### config.mk
export PLATFORM = sky130hd
export DESIGN_NAME = i2c_register_access_master_unit
export DESIGN_NICKNAME = d
export VERILOG_FILES = /design/src/i2crm_pkg.sv /design/src/i2crm_in_stage.sv /design/src/i2crm_seq.sv /design/src/i2crm_out_stage.sv /design/src/i2c_register_access_master_unit.sv
export SDC_FILE = /design/constraint.sdc
export NUM_CORES = 1
export LEC_CHECK = 0
export BUFFER_PORTS_ARGS = -buffer_cell sky130_fd_sc_hd__buf_4
export CELL_PAD_IN_SITES_DETAIL_PLACEMENT = 0
export CELL_PAD_IN_SITES_GLOBAL_PLACEMENT = 1
export CORE_UTILIZATION = 35
export CTS_BUF_LIST = sky130_fd_sc_hd__clkbuf_4 sky130_fd_sc_hd__clkbuf_8
export CTS_CLUSTER_DIAMETER = 100
export DETAILED_ROUTE_END_ITERATION = 10
export GPL_TIMING_DRIVEN = 0
export PLACE_DENSITY = 0.73
export SYNTH_ARGS = -nofsm -noshare
export SYNTH_HDL_FRONTEND = slang
export SYNTH_HIERARCHICAL = 1
export SYNTH_SLANG_ARGS = --single-unit
### constraint.sdc
create_clock -name clk -period 11.85 [get_ports clk]
set_input_delay 2.37 -clock clk [delete_from_list [all_inputs] [get_ports clk]]
set_output_delay 2.37 -clock clk [all_outputs]
set_load 0.05 [all_outputs]
### src/i2crm_pkg.sv
`default_nettype none
// ----------------------------------------------------------------------------
// I2C register access master: shared types and constants
// Phase and stage codes, request and result records, and sequencer state.
// ----------------------------------------------------------------------------
package i2crm_pkg;

    typedef enum logic [1:0] {
        OP_TICK  = 2'd0,
        OP_READ  = 2'd1,
        OP_WRITE = 2'd2,
        OP_NONE  = 2'd3
    } op_t;

    typedef enum logic [4:0] {
        PH_IDLE = 5'd0,
        PH_ST_A = 5'd1,
        PH_ST_B = 5'd2,
        PH_ST_C = 5'd3,
        PH_ST_D = 5'd4,
        PH_ST_E = 5'd5,
        PH_TX_A = 5'd6,
        PH_TX_B = 5'd7,
        PH_TX_C = 5'd8,
        PH_TX_D = 5'd9,
        PH_TX_E = 5'd10,
        PH_AK_A = 5'd11,
        PH_AK_B = 5'd12,
        PH_AK_C = 5'd13,
        PH_AK_D = 5'd14,
        PH_RX_A = 5'd15,
        PH_RX_B = 5'd16,
        PH_RX_C = 5'd17,
        PH_RX_D = 5'd18,
        PH_RX_E = 5'd19,
        PH_NK_A = 5'd20,
        PH_NK_B = 5'd21,
        PH_NK_C = 5'd22,
        PH_NK_D = 5'd23,
        PH_SP_A = 5'd24,
        PH_SP_B = 5'd25,
        PH_SP_C = 5'd26,
        PH_SP_D = 5'd27,
        PH_SP_E = 5'd28
    } phase_t;

    typedef enum logic [2:0] {
        SG_START1 = 3'd0,
        SG_ADDR_W = 3'd1,
        SG_OFFSET = 3'd2,
        SG_RSTART = 3'd3,
        SG_ADDR_R = 3'd4,
        SG_READ   = 3'd5,
        SG_DATA   = 3'd6,
        SG_STOP   = 3'd7
    } stage_t;

    localparam logic [7:0] STRETCH_LIMIT_RESET = 8'd100;
    localparam logic [7:0] ADDR_WRITE_MASK     = 8'hfe;
    localparam logic [7:0] ADDR_READ_BIT       = 8'h01;
    localparam logic [3:0] BITS_PER_BYTE       = 4'd8;
    // most sequencer steps that one tick can chain together
    localparam int ITER_MAX = 5;

    typedef struct packed {
        op_t        op;
        logic [7:0] device_address;
        logic [7:0] register_offset;
        logic [7:0] write_data;
        logic       sda_in;
        logic       scl_in;
    } in_item_t;

    typedef struct packed {
        logic       sda_release;
        logic       scl_release;
        logic       busy_res;
        logic       done_res;
        logic       acked;
        logic [7:0] read_data;
        logic       cmd_rejected;
    } result_t;

    typedef struct packed {
        phase_t     phase;
        stage_t     stage;
        logic [3:0] bit_count;
        logic [7:0] shift_byte;
        logic [2:0] delay_count;
        logic [7:0] stretch_count;
        logic       all_acked;
        logic       sda_level;
        logic       scl_level;
    } seq_state_t;

    typedef struct packed {
        seq_state_t st;
        logic       halt;
    } step_t;

endpackage : i2crm_pkg
`default_nettype wire

### src/i2crm_in_stage.sv
`default_nettype none
// ----------------------------------------------------------------------------
// I2C register access master: request register
// Holds one accepted request until the sequencer consumes it.
// ----------------------------------------------------------------------------
module i2crm_in_stage (
    input  wire logic                clk,
    input  wire logic                rst_n,
    input  wire logic                in_valid,
    output logic                     in_stall,
    input  wire i2crm_pkg::in_item_t item_in,
    input  wire logic                take,
    output logic                     item_valid,
    output i2crm_pkg::in_item_t      item
);
    import i2crm_pkg::*;

    logic     valid_reg;
    logic     valid_next;
    in_item_t item_reg;
    logic     load;

    assign in_stall   = valid_reg && !take;
    assign load       = in_valid && !in_stall;
    assign valid_next = load ? 1'b1 : (take ? 1'b0 : valid_reg);

    always_ff @(posedge clk or negedge rst_n)
    begin
        if (!rst_n)
        begin
            valid_reg <= 1'b0;
        end
        else
        begin
            valid_reg <= valid_next;
        end
    end

    always_ff @(posedge clk)
    begin
        if (load)
        begin
            item_reg <= item_in;
        end
    end

    assign item_valid = valid_reg;
    assign item       = item_reg;

endmodule : i2crm_in_stage
`default_nettype wire

### src/i2crm_seq.sv
`default_nettype none
// ----------------------------------------------------------------------------
// I2C register access master: bus sequencer
// Advances the bus state by one request: a command or one microsecond tick.
// ----------------------------------------------------------------------------
module i2crm_seq (
    input  wire logic                clk,
    input  wire logic                rst_n,
    input  wire logic                fire,
    input  wire i2crm_pkg::in_item_t item,
    input  wire logic [7:0]          stretch_limit,
    output i2crm_pkg::result_t       result
);
    import i2crm_pkg::*;

    seq_state_t st_reg;
    seq_state_t st_next;
    logic [7:0] addr_reg;
    logic [7:0] addr_next;
    logic [7:0] offset_reg;
    logic [7:0] offset_next;
    logic [7:0] data_reg;
    logic [7:0] data_next;
    logic       is_read_reg;
    logic       is_read_next;
    logic       busy;
    logic       done;
    logic       rejected;
    step_t      chain [ITER_MAX + 1];

    // One zero-time action, or one tick of delay, of the bus sequence.
    function automatic step_t step_iter(
        input step_t      s,
        input logic       sda_in,
        input logic       scl_in,
        input logic [7:0] limit,
        input logic [7:0] addr,
        input logic [7:0] offset,
        input logic [7:0] data,
        input logic       is_read
    );
        step_t r;
        logic  risen;
        r     = s;
        risen = scl_in || (s.st.stretch_count >= limit);
        if (!s.halt)
        begin
            if (s.st.delay_count != 3'd0)
            begin
                r.st.delay_count = s.st.delay_count - 3'd1;
                r.halt           = 1'b1;
            end
            else
            begin
                unique case (s.st.phase)
                    PH_ST_A:
                    begin
                        r.st.sda_level = 1'b1;
                        r.st.scl_level = 1'b1;
                        r.st.phase     = PH_ST_B;
                    end
                    PH_ST_B:
                    begin
                        if (risen)
                        begin
                            r.st.stretch_count = 8'd0;
                            r.st.delay_count   = 3'd5;
                            r.st.phase         = PH_ST_C;
                        end
                        else
                        begin
                            r.st.stretch_count = s.st.stretch_count + 8'd1;
                            r.halt             = 1'b1;
                        end
                    end
                    PH_ST_C:
                    begin
                        r.st.sda_level   = 1'b0;
                        r.st.delay_count = 3'd4;
                        r.st.phase       = PH_ST_D;
                    end
                    PH_ST_D:
                    begin
                        r.st.scl_level   = 1'b0;
                        r.st.delay_count = 3'd5;
                        r.st.phase       = PH_ST_E;
                    end
                    PH_ST_E:
                    begin
                        r.st.bit_count = BITS_PER_BYTE;
                        r.st.phase     = PH_TX_A;
                        if (s.st.stage == SG_RSTART)
                        begin
                            r.st.stage      = SG_ADDR_R;
                            r.st.shift_byte = addr | ADDR_READ_BIT;
                        end
                        else
                        begin
                            r.st.stage      = SG_ADDR_W;
                            r.st.shift_byte = addr & ADDR_WRITE_MASK;
                        end
                    end
                    PH_TX_A:
                    begin
                        r.st.sda_level   = s.st.shift_byte[7];
                        r.st.delay_count = 3'd1;
                        r.st.phase       = PH_TX_B;
                    end
                    PH_TX_B:
                    begin
                        r.st.scl_level = 1'b1;
                        r.st.phase     = PH_TX_C;
                    end
                    PH_TX_C:
                    begin
                        if (risen)
                        begin
                            r.st.stretch_count = 8'd0;
                            r.st.delay_count   = 3'd4;
                            r.st.phase         = PH_TX_D;
                        end
                        else
                        begin
                            r.st.stretch_count = s.st.stretch_count + 8'd1;
                            r.halt             = 1'b1;
                        end
                    end
                    PH_TX_D:
                    begin
                        r.st.scl_level   = 1'b0;
                        r.st.delay_count = 3'd6;
                        r.st.phase       = PH_TX_E;
                    end
                    PH_TX_E:
                    begin
                        r.st.shift_byte = {s.st.shift_byte[6:0], 1'b0};
                        r.st.bit_count  = s.st.bit_count - 4'd1;
                        r.st.phase      = (s.st.bit_count != 4'd1) ? PH_TX_A : PH_AK_A;
                    end
                    PH_AK_A:
                    begin
                        r.st.sda_level = 1'b1;
                        r.st.scl_level = 1'b1;
                        r.st.phase     = PH_AK_B;
                    end
                    PH_AK_B:
                    begin
                        if (risen)
                        begin
                            r.st.stretch_count = 8'd0;
                            r.st.delay_count   = 3'd4;
                            r.st.phase         = PH_AK_C;
                        end
                        else
                        begin
                            r.st.stretch_count = s.st.stretch_count + 8'd1;
                            r.halt             = 1'b1;
                        end
                    end
                    PH_AK_C:
                    begin
                        if (sda_in)
                        begin
                            r.st.all_acked = 1'b0;
                        end
                        r.st.scl_level   = 1'b0;
                        r.st.delay_count = 3'd5;
                        r.st.phase       = PH_AK_D;
                    end
                    PH_AK_D:
                    begin
                        priority if (!s.st.all_acked || s.st.stage == SG_DATA)
                        begin
                            r.st.stage = SG_STOP;
                            r.st.phase = PH_SP_A;
                        end
                        else if (s.st.stage == SG_ADDR_W)
                        begin
                            r.st.stage      = SG_OFFSET;
                            r.st.shift_byte = offset;
                            r.st.bit_count  = BITS_PER_BYTE;
                            r.st.phase      = PH_TX_A;
                        end
                        else if (s.st.stage == SG_OFFSET && is_read)
                        begin
                            r.st.stage = SG_RSTART;
                            r.st.phase = PH_ST_A;
                        end
                        else if (s.st.stage == SG_OFFSET)
                        begin
                            r.st.stage      = SG_DATA;
                            r.st.shift_byte = data;
                            r.st.bit_count  = BITS_PER_BYTE;
                            r.st.phase      = PH_TX_A;
                        end
                        else if (s.st.stage == SG_ADDR_R)
                        begin
                            r.st.stage = SG_READ;
                            r.st.phase = PH_RX_A;
                        end
                        else
                        begin
                            r.st.stage = SG_STOP;
                            r.st.phase = PH_SP_A;
                        end
                    end
                    PH_RX_A:
                    begin
                        r.st.sda_level  = 1'b1;
                        r.st.shift_byte = 8'd0;
                        r.st.bit_count  = BITS_PER_BYTE;
                        r.st.phase      = PH_RX_B;
                    end
                    PH_RX_B:
                    begin
                        r.st.scl_level = 1'b1;
                        r.st.phase     = PH_RX_C;
                    end
                    PH_RX_C:
                    begin
                        if (risen)
                        begin
                            r.st.stretch_count = 8'd0;
                            r.st.delay_count   = 3'd4;
                            r.st.phase         = PH_RX_D;
                        end
                        else
                        begin
                            r.st.stretch_count = s.st.stretch_count + 8'd1;
                            r.halt             = 1'b1;
                        end
                    end
                    PH_RX_D:
                    begin
                        r.st.shift_byte  = {s.st.shift_byte[6:0], sda_in};
                        r.st.scl_level   = 1'b0;
                        r.st.delay_count = 3'd5;
                        r.st.phase       = PH_RX_E;
                    end
                    PH_RX_E:
                    begin
                        r.st.bit_count = s.st.bit_count - 4'd1;
                        r.st.phase     = (s.st.bit_count != 4'd1) ? PH_RX_B : PH_NK_A;
                    end
                    PH_NK_A:
                    begin
                        r.st.sda_level   = 1'b1;
                        r.st.delay_count = 3'd1;
                        r.st.phase       = PH_NK_B;
                    end
                    PH_NK_B:
                    begin
                        r.st.scl_level = 1'b1;
                        r.st.phase     = PH_NK_C;
                    end
                    PH_NK_C:
                    begin
                        if (risen)
                        begin
                            r.st.stretch_count = 8'd0;
                            r.st.delay_count   = 3'd4;
                            r.st.phase         = PH_NK_D;
                        end
                        else
                        begin
                            r.st.stretch_count = s.st.stretch_count + 8'd1;
                            r.halt             = 1'b1;
                        end
                    end
                    PH_NK_D:
                    begin
                        r.st.scl_level   = 1'b0;
                        r.st.delay_count = 3'd6;
                        r.st.stage       = SG_STOP;
                        r.st.phase       = PH_SP_A;
                    end
                    PH_SP_A:
                    begin
                        r.st.sda_level   = 1'b0;
                        r.st.delay_count = 3'd1;
                        r.st.phase       = PH_SP_B;
                    end
                    PH_SP_B:
                    begin
                        r.st.scl_level = 1'b1;
                        r.st.phase     = PH_SP_C;
                    end
                    PH_SP_C:
                    begin
                        if (risen)
                        begin
                            r.st.stretch_count = 8'd0;
                            r.st.delay_count   = 3'd4;
                            r.st.phase         = PH_SP_D;
                        end
                        else
                        begin
                            r.st.stretch_count = s.st.stretch_count + 8'd1;
                            r.halt             = 1'b1;
                        end
                    end
                    PH_SP_D:
                    begin
                        r.st.sda_level   = 1'b1;
                        r.st.delay_count = 3'd5;
                        r.st.phase       = PH_SP_E;
                    end
                    default:
                    begin
                        r.halt = 1'b1;
                    end
                endcase
            end
        end
        return r;
    endfunction

    assign busy = (st_reg.phase != PH_IDLE);

    always_comb
    begin
        chain[0] = '{st: st_reg, halt: 1'b0};
        for (int i = 0; i < ITER_MAX; i++)
        begin
            chain[i + 1] = step_iter(chain[i], item.sda_in, item.scl_in, stretch_limit,
                                     addr_reg, offset_reg, data_reg, is_read_reg);
        end
    end

    always_comb
    begin
        st_next      = st_reg;
        addr_next    = addr_reg;
        offset_next  = offset_reg;
        data_next    = data_reg;
        is_read_next = is_read_reg;
        done         = 1'b0;
        rejected     = 1'b0;
        if (fire)
        begin
            if (item.op == OP_READ || item.op == OP_WRITE)
            begin
                if (busy)
                begin
                    rejected = 1'b1;
                end
                else
                begin
                    addr_next             = item.device_address;
                    offset_next           = item.register_offset;
                    data_next             = item.write_data;
                    is_read_next          = (item.op == OP_READ);
                    st_next.all_acked     = 1'b1;
                    st_next.stage         = SG_START1;
                    st_next.bit_count     = 4'd0;
                    st_next.shift_byte    = 8'd0;
                    st_next.delay_count   = 3'd0;
                    st_next.stretch_count = 8'd0;
                    st_next.phase         = PH_ST_A;
                end
            end
            else if (item.op == OP_TICK && busy)
            begin
                st_next = chain[ITER_MAX].st;
                // end of the final stop wait
                if (chain[ITER_MAX].st.phase == PH_SP_E &&
                    chain[ITER_MAX].st.delay_count == 3'd0)
                begin
                    st_next.phase = PH_IDLE;
                    done          = 1'b1;
                end
            end
        end
    end

    always_ff @(posedge clk or negedge rst_n)
    begin
        if (!rst_n)
        begin
            st_reg.phase         <= PH_IDLE;
            st_reg.stage         <= SG_START1;
            st_reg.bit_count     <= 4'd0;
            st_reg.shift_byte    <= 8'd0;
            st_reg.delay_count   <= 3'd0;
            st_reg.stretch_count <= 8'd0;
            st_reg.all_acked     <= 1'b1;
            st_reg.sda_level     <= 1'b1;
            st_reg.scl_level     <= 1'b1;
            addr_reg             <= 8'd0;
            offset_reg           <= 8'd0;
            data_reg             <= 8'd0;
            is_read_reg          <= 1'b0;
        end
        else
        begin
            st_reg      <= st_next;
            addr_reg    <= addr_next;
            offset_reg  <= offset_next;
            data_reg    <= data_next;
            is_read_reg <= is_read_next;
        end
    end

    always_comb
    begin
        result.sda_release  = st_next.sda_level;
        result.scl_release  = st_next.scl_level;
        result.busy_res     = (st_next.phase != PH_IDLE);
        result.done_res     = done;
        result.acked        = done && st_next.all_acked;
        result.read_data    = (done && is_read_reg && st_next.all_acked) ?
                              st_next.shift_byte : 8'd0;
        result.cmd_rejected = rejected;
    end

endmodule : i2crm_seq
`default_nettype wire

### src/i2crm_out_stage.sv
`default_nettype none
// ----------------------------------------------------------------------------
// I2C register access master: result register
// Holds one result until the receiving side takes it.
// ----------------------------------------------------------------------------
module i2crm_out_stage (
    input  wire logic               clk,
    input  wire logic               rst_n,
    input  wire logic               load,
    input  wire i2crm_pkg::result_t res_in,
    output logic                    can_load,
    output logic                    out_valid,
    input  wire logic               out_stall,
    output i2crm_pkg::result_t      res_out
);
    import i2crm_pkg::*;

    logic    valid_reg;
    logic    valid_next;
    result_t res_reg;

    assign can_load   = !valid_reg || !out_stall;
    assign valid_next = load ? 1'b1 : (valid_reg && out_stall);

    always_ff @(posedge clk or negedge rst_n)
    begin
        if (!rst_n)
        begin
            valid_reg <= 1'b0;
        end
        else
        begin
            valid_reg <= valid_next;
        end
    end

    always_ff @(posedge clk)
    begin
        if (load)
        begin
            res_reg <= res_in;
        end
    end

    assign out_valid = valid_reg;
    assign res_out   = res_reg;

endmodule : i2crm_out_stage
`default_nettype wire

### src/i2c_register_access_master_unit.sv
`default_nettype none
// ----------------------------------------------------------------------------
// I2C register access master
// Open-drain register read and write master paced by microsecond tick requests.
// ----------------------------------------------------------------------------
// Each request (a tick, a read command or a write command) yields exactly one
// result. A request is held in the request register, then the bus sequencer
// advances the whole microsecond step combinationally and the result lands in
// the result register. A new request is taken every cycle while the output
// side is not stalled, so throughput is one request per clock. Line levels for
// SDA and SCL come back with each result; done_res, acked and read_data close
// each transaction. The user writes stretch_limit through cfg_we/cfg_wdata only
// while the block is idle; the block itself does not enforce this.
module i2c_register_access_master_unit (
    input  wire logic       clk,
    input  wire logic       rst_n,
    input  wire logic       cfg_we,
    input  wire logic [7:0] cfg_wdata,
    input  wire logic       in_valid,
    output logic            in_stall,
    input  wire logic [1:0] op,
    input  wire logic [7:0] device_address,
    input  wire logic [7:0] register_offset,
    input  wire logic [7:0] write_data,
    input  wire logic       sda_in,
    input  wire logic       scl_in,
    output logic            out_valid,
    input  wire logic       out_stall,
    output logic            sda_release,
    output logic            scl_release,
    output logic            busy_res,
    output logic            done_res,
    output logic            acked,
    output logic [7:0]      read_data,
    output logic            cmd_rejected
);
    import i2crm_pkg::*;

    logic [7:0] stretch_limit_reg;
    in_item_t   item_in;
    in_item_t   item;
    logic       item_valid;
    logic       can_load;
    logic       take;
    result_t    res_in;
    result_t    res_out;

    always_ff @(posedge clk or negedge rst_n)
    begin
        if (!rst_n)
        begin
            stretch_limit_reg <= STRETCH_LIMIT_RESET;
        end
        else if (cfg_we)
        begin
            stretch_limit_reg <= cfg_wdata;
        end
    end

    assign item_in.op              = op_t'(op);
    assign item_in.device_address  = device_address;
    assign item_in.register_offset = register_offset;
    assign item_in.write_data      = write_data;
    assign item_in.sda_in          = sda_in;
    assign item_in.scl_in          = scl_in;

    assign take = item_valid && can_load;

    i2crm_in_stage u_in_stage (
        .clk        (clk),
        .rst_n      (rst_n),
        .in_valid   (in_valid),
        .in_stall   (in_stall),
        .item_in    (item_in),
        .take       (take),
        .item_valid (item_valid),
        .item       (item)
    );

    i2crm_seq u_seq (
        .clk           (clk),
        .rst_n         (rst_n),
        .fire          (take),
        .item          (item),
        .stretch_limit (stretch_limit_reg),
        .result        (res_in)
    );

    i2crm_out_stage u_out_stage (
        .clk       (clk),
        .rst_n     (rst_n),
        .load      (take),
        .res_in    (res_in),
        .can_load  (can_load),
        .out_valid (out_valid),
        .out_stall (out_stall),
        .res_out   (res_out)
    );

    assign sda_release  = res_out.sda_release;
    assign scl_release  = res_out.scl_release;
    assign busy_res     = res_out.busy_res;
    assign done_res     = res_out.done_res;
    assign acked        = res_out.acked;
    assign read_data    = res_out.read_data;
    assign cmd_rejected = res_out.cmd_rejected;

    a_done_not_busy : assert property (@(posedge clk) disable iff (!rst_n)
        out_valid && done_res |-> !busy_res)
        else $error("transaction finished but still busy");

    a_done_not_rejected : assert property (@(posedge clk) disable iff (!rst_n)
        out_valid |-> !(done_res && cmd_rejected))
        else $error("one request both finished and rejected");

    a_acked_with_done : assert property (@(posedge clk) disable iff (!rst_n)
        out_valid && acked |-> done_res)
        else $error("acked without done");

    a_data_with_done : assert property (@(posedge clk) disable iff (!rst_n)
        out_valid && (read_data != 8'd0) |-> done_res && acked)
        else $error("read data outside a finished acknowledged read");

    a_take_moves_request : assert property (@(posedge clk) disable iff (!rst_n)
        take |=> out_valid)
        else $error("consumed request left no result");

endmodule : i2c_register_access_master_unit
`default_nettype wire

==> run summary <==
## Power
* 4.415 nW — leakage component of the power
* 314.6 nW/µm² — power per standard cell area
* 3.440 mW — Overall Power
* 0.1607 mV — largest vdd supply drop

## Worst setup path
* u_seq/chain[206]$_DFF_PN0_ — startpoint of the lowest-slack register-to-register path
* u_seq/chain[206]$_DFF_PN0_ — launching instance or port of the critical path
* register — Worst Setup Start Kind
* register to register — kind of critical path
* 41 — R2R cell count
* sky130_fd_sc_hd__a21o_1 — most prevalent standard cell on the critical path
* sky130_fd_sc_hd__nor3b_1 — CP max-delay cell
* 0.68 ns — Largest stage delay, worst path
* 11.28 ns — data arrival time of the worst path
* 0.69 ns — register-to-register setup slack
* u_out_stage/res_out[11]$_DFFE_PP_ — Reg-to-Reg End
* 11.97 ns — required time of the worst setup path
* register — endpoint class of the critical path
* 10 — maximum fanout encountered on the critical timing path

## Worst hold path
* register to register — worst min-delay path category
* 1 — hold path cells
* u_seq/data_reg[2]$_DFFE_PN0P_ — endpoint of the worst hold path
* u_in_stage/item[4]$_DFFE_PP_ — Worst Hold Launch

## Logic synthesis
* 8.885 µm² — Post-Synthesis Mean Instance Area
* 1198 — Mapped Nets
* 1104 — Post-Synthesis Cells
* 9809 µm² — post-synthesis instance area
* 6 — count of yosys warnings during synthesis

## Detailed routing
* 2027 µm — routed wire length on met3
* 20.86 µm — average detailed-routed wire length per instance
* 6 — count of TritonRoute iterations in the first routing pass
* 6.072 — detail-routed via count per cell
* 908 — number of design-rule violations left by the first detailed-router iteration
* 0 — remaining number of nets flagged by the antenna check after routing
* 9394 — number of vias after detailed routing
* 0 — DRC
* 14660 µm — Met2 Routed Length
* 32270 µm — total length of routed wires
* 14830 µm — M1 WL
* met4 — topmost layer with routed signal wires

## Global route
* 69 — pin count of the biggest net entering global routing
* 22.82% — global router's overall resource usage
* 0 — Congestion Overflow GR
* 0 — number of antenna violations at the first check in global routing
* 8791 — vias in the first global route
* 50460 µm — global-route wire length before repair

## Final layout
* 34 — flip-flop count of the largest register after layout
* 11.49% — post-synthesis to final-layout area growth
* 2940 µm² — flip-flop and latch area
* 6377 µm² — area occupied by multi-input gates
* sky130_fd_sc_hd__nand2_1, sky130_fd_sc_hd__nor2_1, sky130_fd_sc_hd__buf_4 — commonest non-fill, non-tap cells in the layout
* 10940 µm² — final standard cell area without fillers
* 1264 — number of nets in the layout
* 2748 — Filler cells
* 0 — number of antenna repair diodes
* 19.40% — share of post-route cells with drive strength above 1
* sky130_fd_sc_hd__nand2_1 — most common library cell in the layout ignoring fill and taps

## STA
* 0.01036 ns — clock tree skew after final layout
* 0 — number of pins with negative max-slew slack in the final report
* 89.57 MHz — Max Clock Freq
* 1.108 ns — slew at the pin closest to its max-slew limit
* 25.58% — max_slew headroom
* 94.21% — final clock period utilization by the worst path
* 11.16 ns — crit path time final
* 0 — number of endpoints with negative hold slack in the final report
* 0 — Final Setup Violations

## Die
* 57 — # IOs
* 169.4 µm — Die Ht
* 36.00% — initial standard-cell utilization of the core
* 27250 µm² — core area
* 169.4 µm — overall die width
* 60 — Row Count
* 28700 µm² — overall die area

## Clock network
* 109 — clock tree sinks
* built — TritonCTS clock tree
* 0.10 ns — clock slew at the register clock pins of the worst setup and hold paths
* 9 — number of buffers added by the clock tree synthesis step
* sky130_fd_sc_hd__clkbuf_8 — CTS Root Buffer Type
* 0 — CTS Hold Buffers Added
* 2 — Longest Clk Path Bufs
* 0.38 ns — Clk Latency, worst-skew pair
* 3 — number of levels in the clock H-tree

## Placement
* 0.9492 — routability cong.
* 54 — Buffers on Ports
* 10680 µm² — area after detailed placement
* 25300 µm — Detailed Place HPWL

## Outcome
* finished clean — outcome

## Job
* 0 — count of max-cap constraint violations

==> area by class of cell <==
type / count / share of cell area, %
repair buffers: 56 / 3.844
clock inverters: 5 / 0.3775
flip-flops and latches: 109 / 26.88
multi-input cells: 884 / 58.31
well taps: 372 / 4.256
inverters: 48 / 1.647
clock buffers: 11 / 1.327
plain buffers: 62 / 3.352
==> report_power, final <==
part	leakage [nW]	total (mW)	internal [mW]	switching, mW
sequential	1.27	0.558	0.487	0.0716
clock	0.0957	0.216	0.0873	0.129
combinational	3.05	2.67	0.899	1.77
==> per-layer routing <==
metal	up-vias	track usage (%)
li1	4376	-
met5	-	0
met4	0	7.207
met3	47	2.845
met1	4575	32.49
met2	396	35.78
==> per-stage QoR <==
| stage | setup WS (ns) | instances | hold slack [ns] | TNS [ns] | util (%) |
|---|---|---|---|---|---|
| after CTS | 0.006859 | 1546 | 0.4896 | 0 | 39.98 |
| after global placement | -0.8580 | 1530 | 0.4625 | -9.654 | 39.19 |
| final | 0.6859 | 1547 | 0.4860 | 0 | 40.13 |
| after detailed placement | -0.7690 | 1530 | 0.4693 | -8.627 | 39.19 |
| after global routing | -0.005766 | 1547 | 0.5104 | -0.005766 | 40.13 |
| after floorplan | 2.131 | 1104 | 0.4539 | 0 | - |
==> timing repair <==
item / 4_1_cts / 5_1_grt
buffers inserted: 0 / 2
endpoints found under the setup margin: 16 / 16
pin swaps: 0 / 2
gates resized for setup: 5 / 8
==> how the worst max path moves through the flow <==
stage	cells after the start	slack, ns	to
2_1_floorplan	45	2.13	u_out_stage/res_out[1]$_DFFE_PP_
3_3_place_gp	45	-0.86	u_out_stage/res_out[3]$_DFFE_PP_
3_5_place_dp	45	-0.77	u_out_stage/res_out[3]$_DFFE_PP_
4_1_cts	45	0.007	u_out_stage/res_out[11]$_DFFE_PP_
5_1_grt	43	-0.006	u_out_stage/res_out[11]$_DFFE_PP_
6_report	41	0.69	u_out_stage/res_out[11]$_DFFE_PP_
==> worst max-delay path: cells and delay by family, from the launching register on <==
family	cells	cell delay, ns
AO/OA/AOI/OAI	21	5.32
AND/OR/NAND/NOR	10	2.72
buffers and inverters	6	1.36
XOR/XNOR	1	0.16
flip-flops	1	0.45
adder cells (fa/ha/maj)	3	0.88
(Power assumes the default switching activity.)
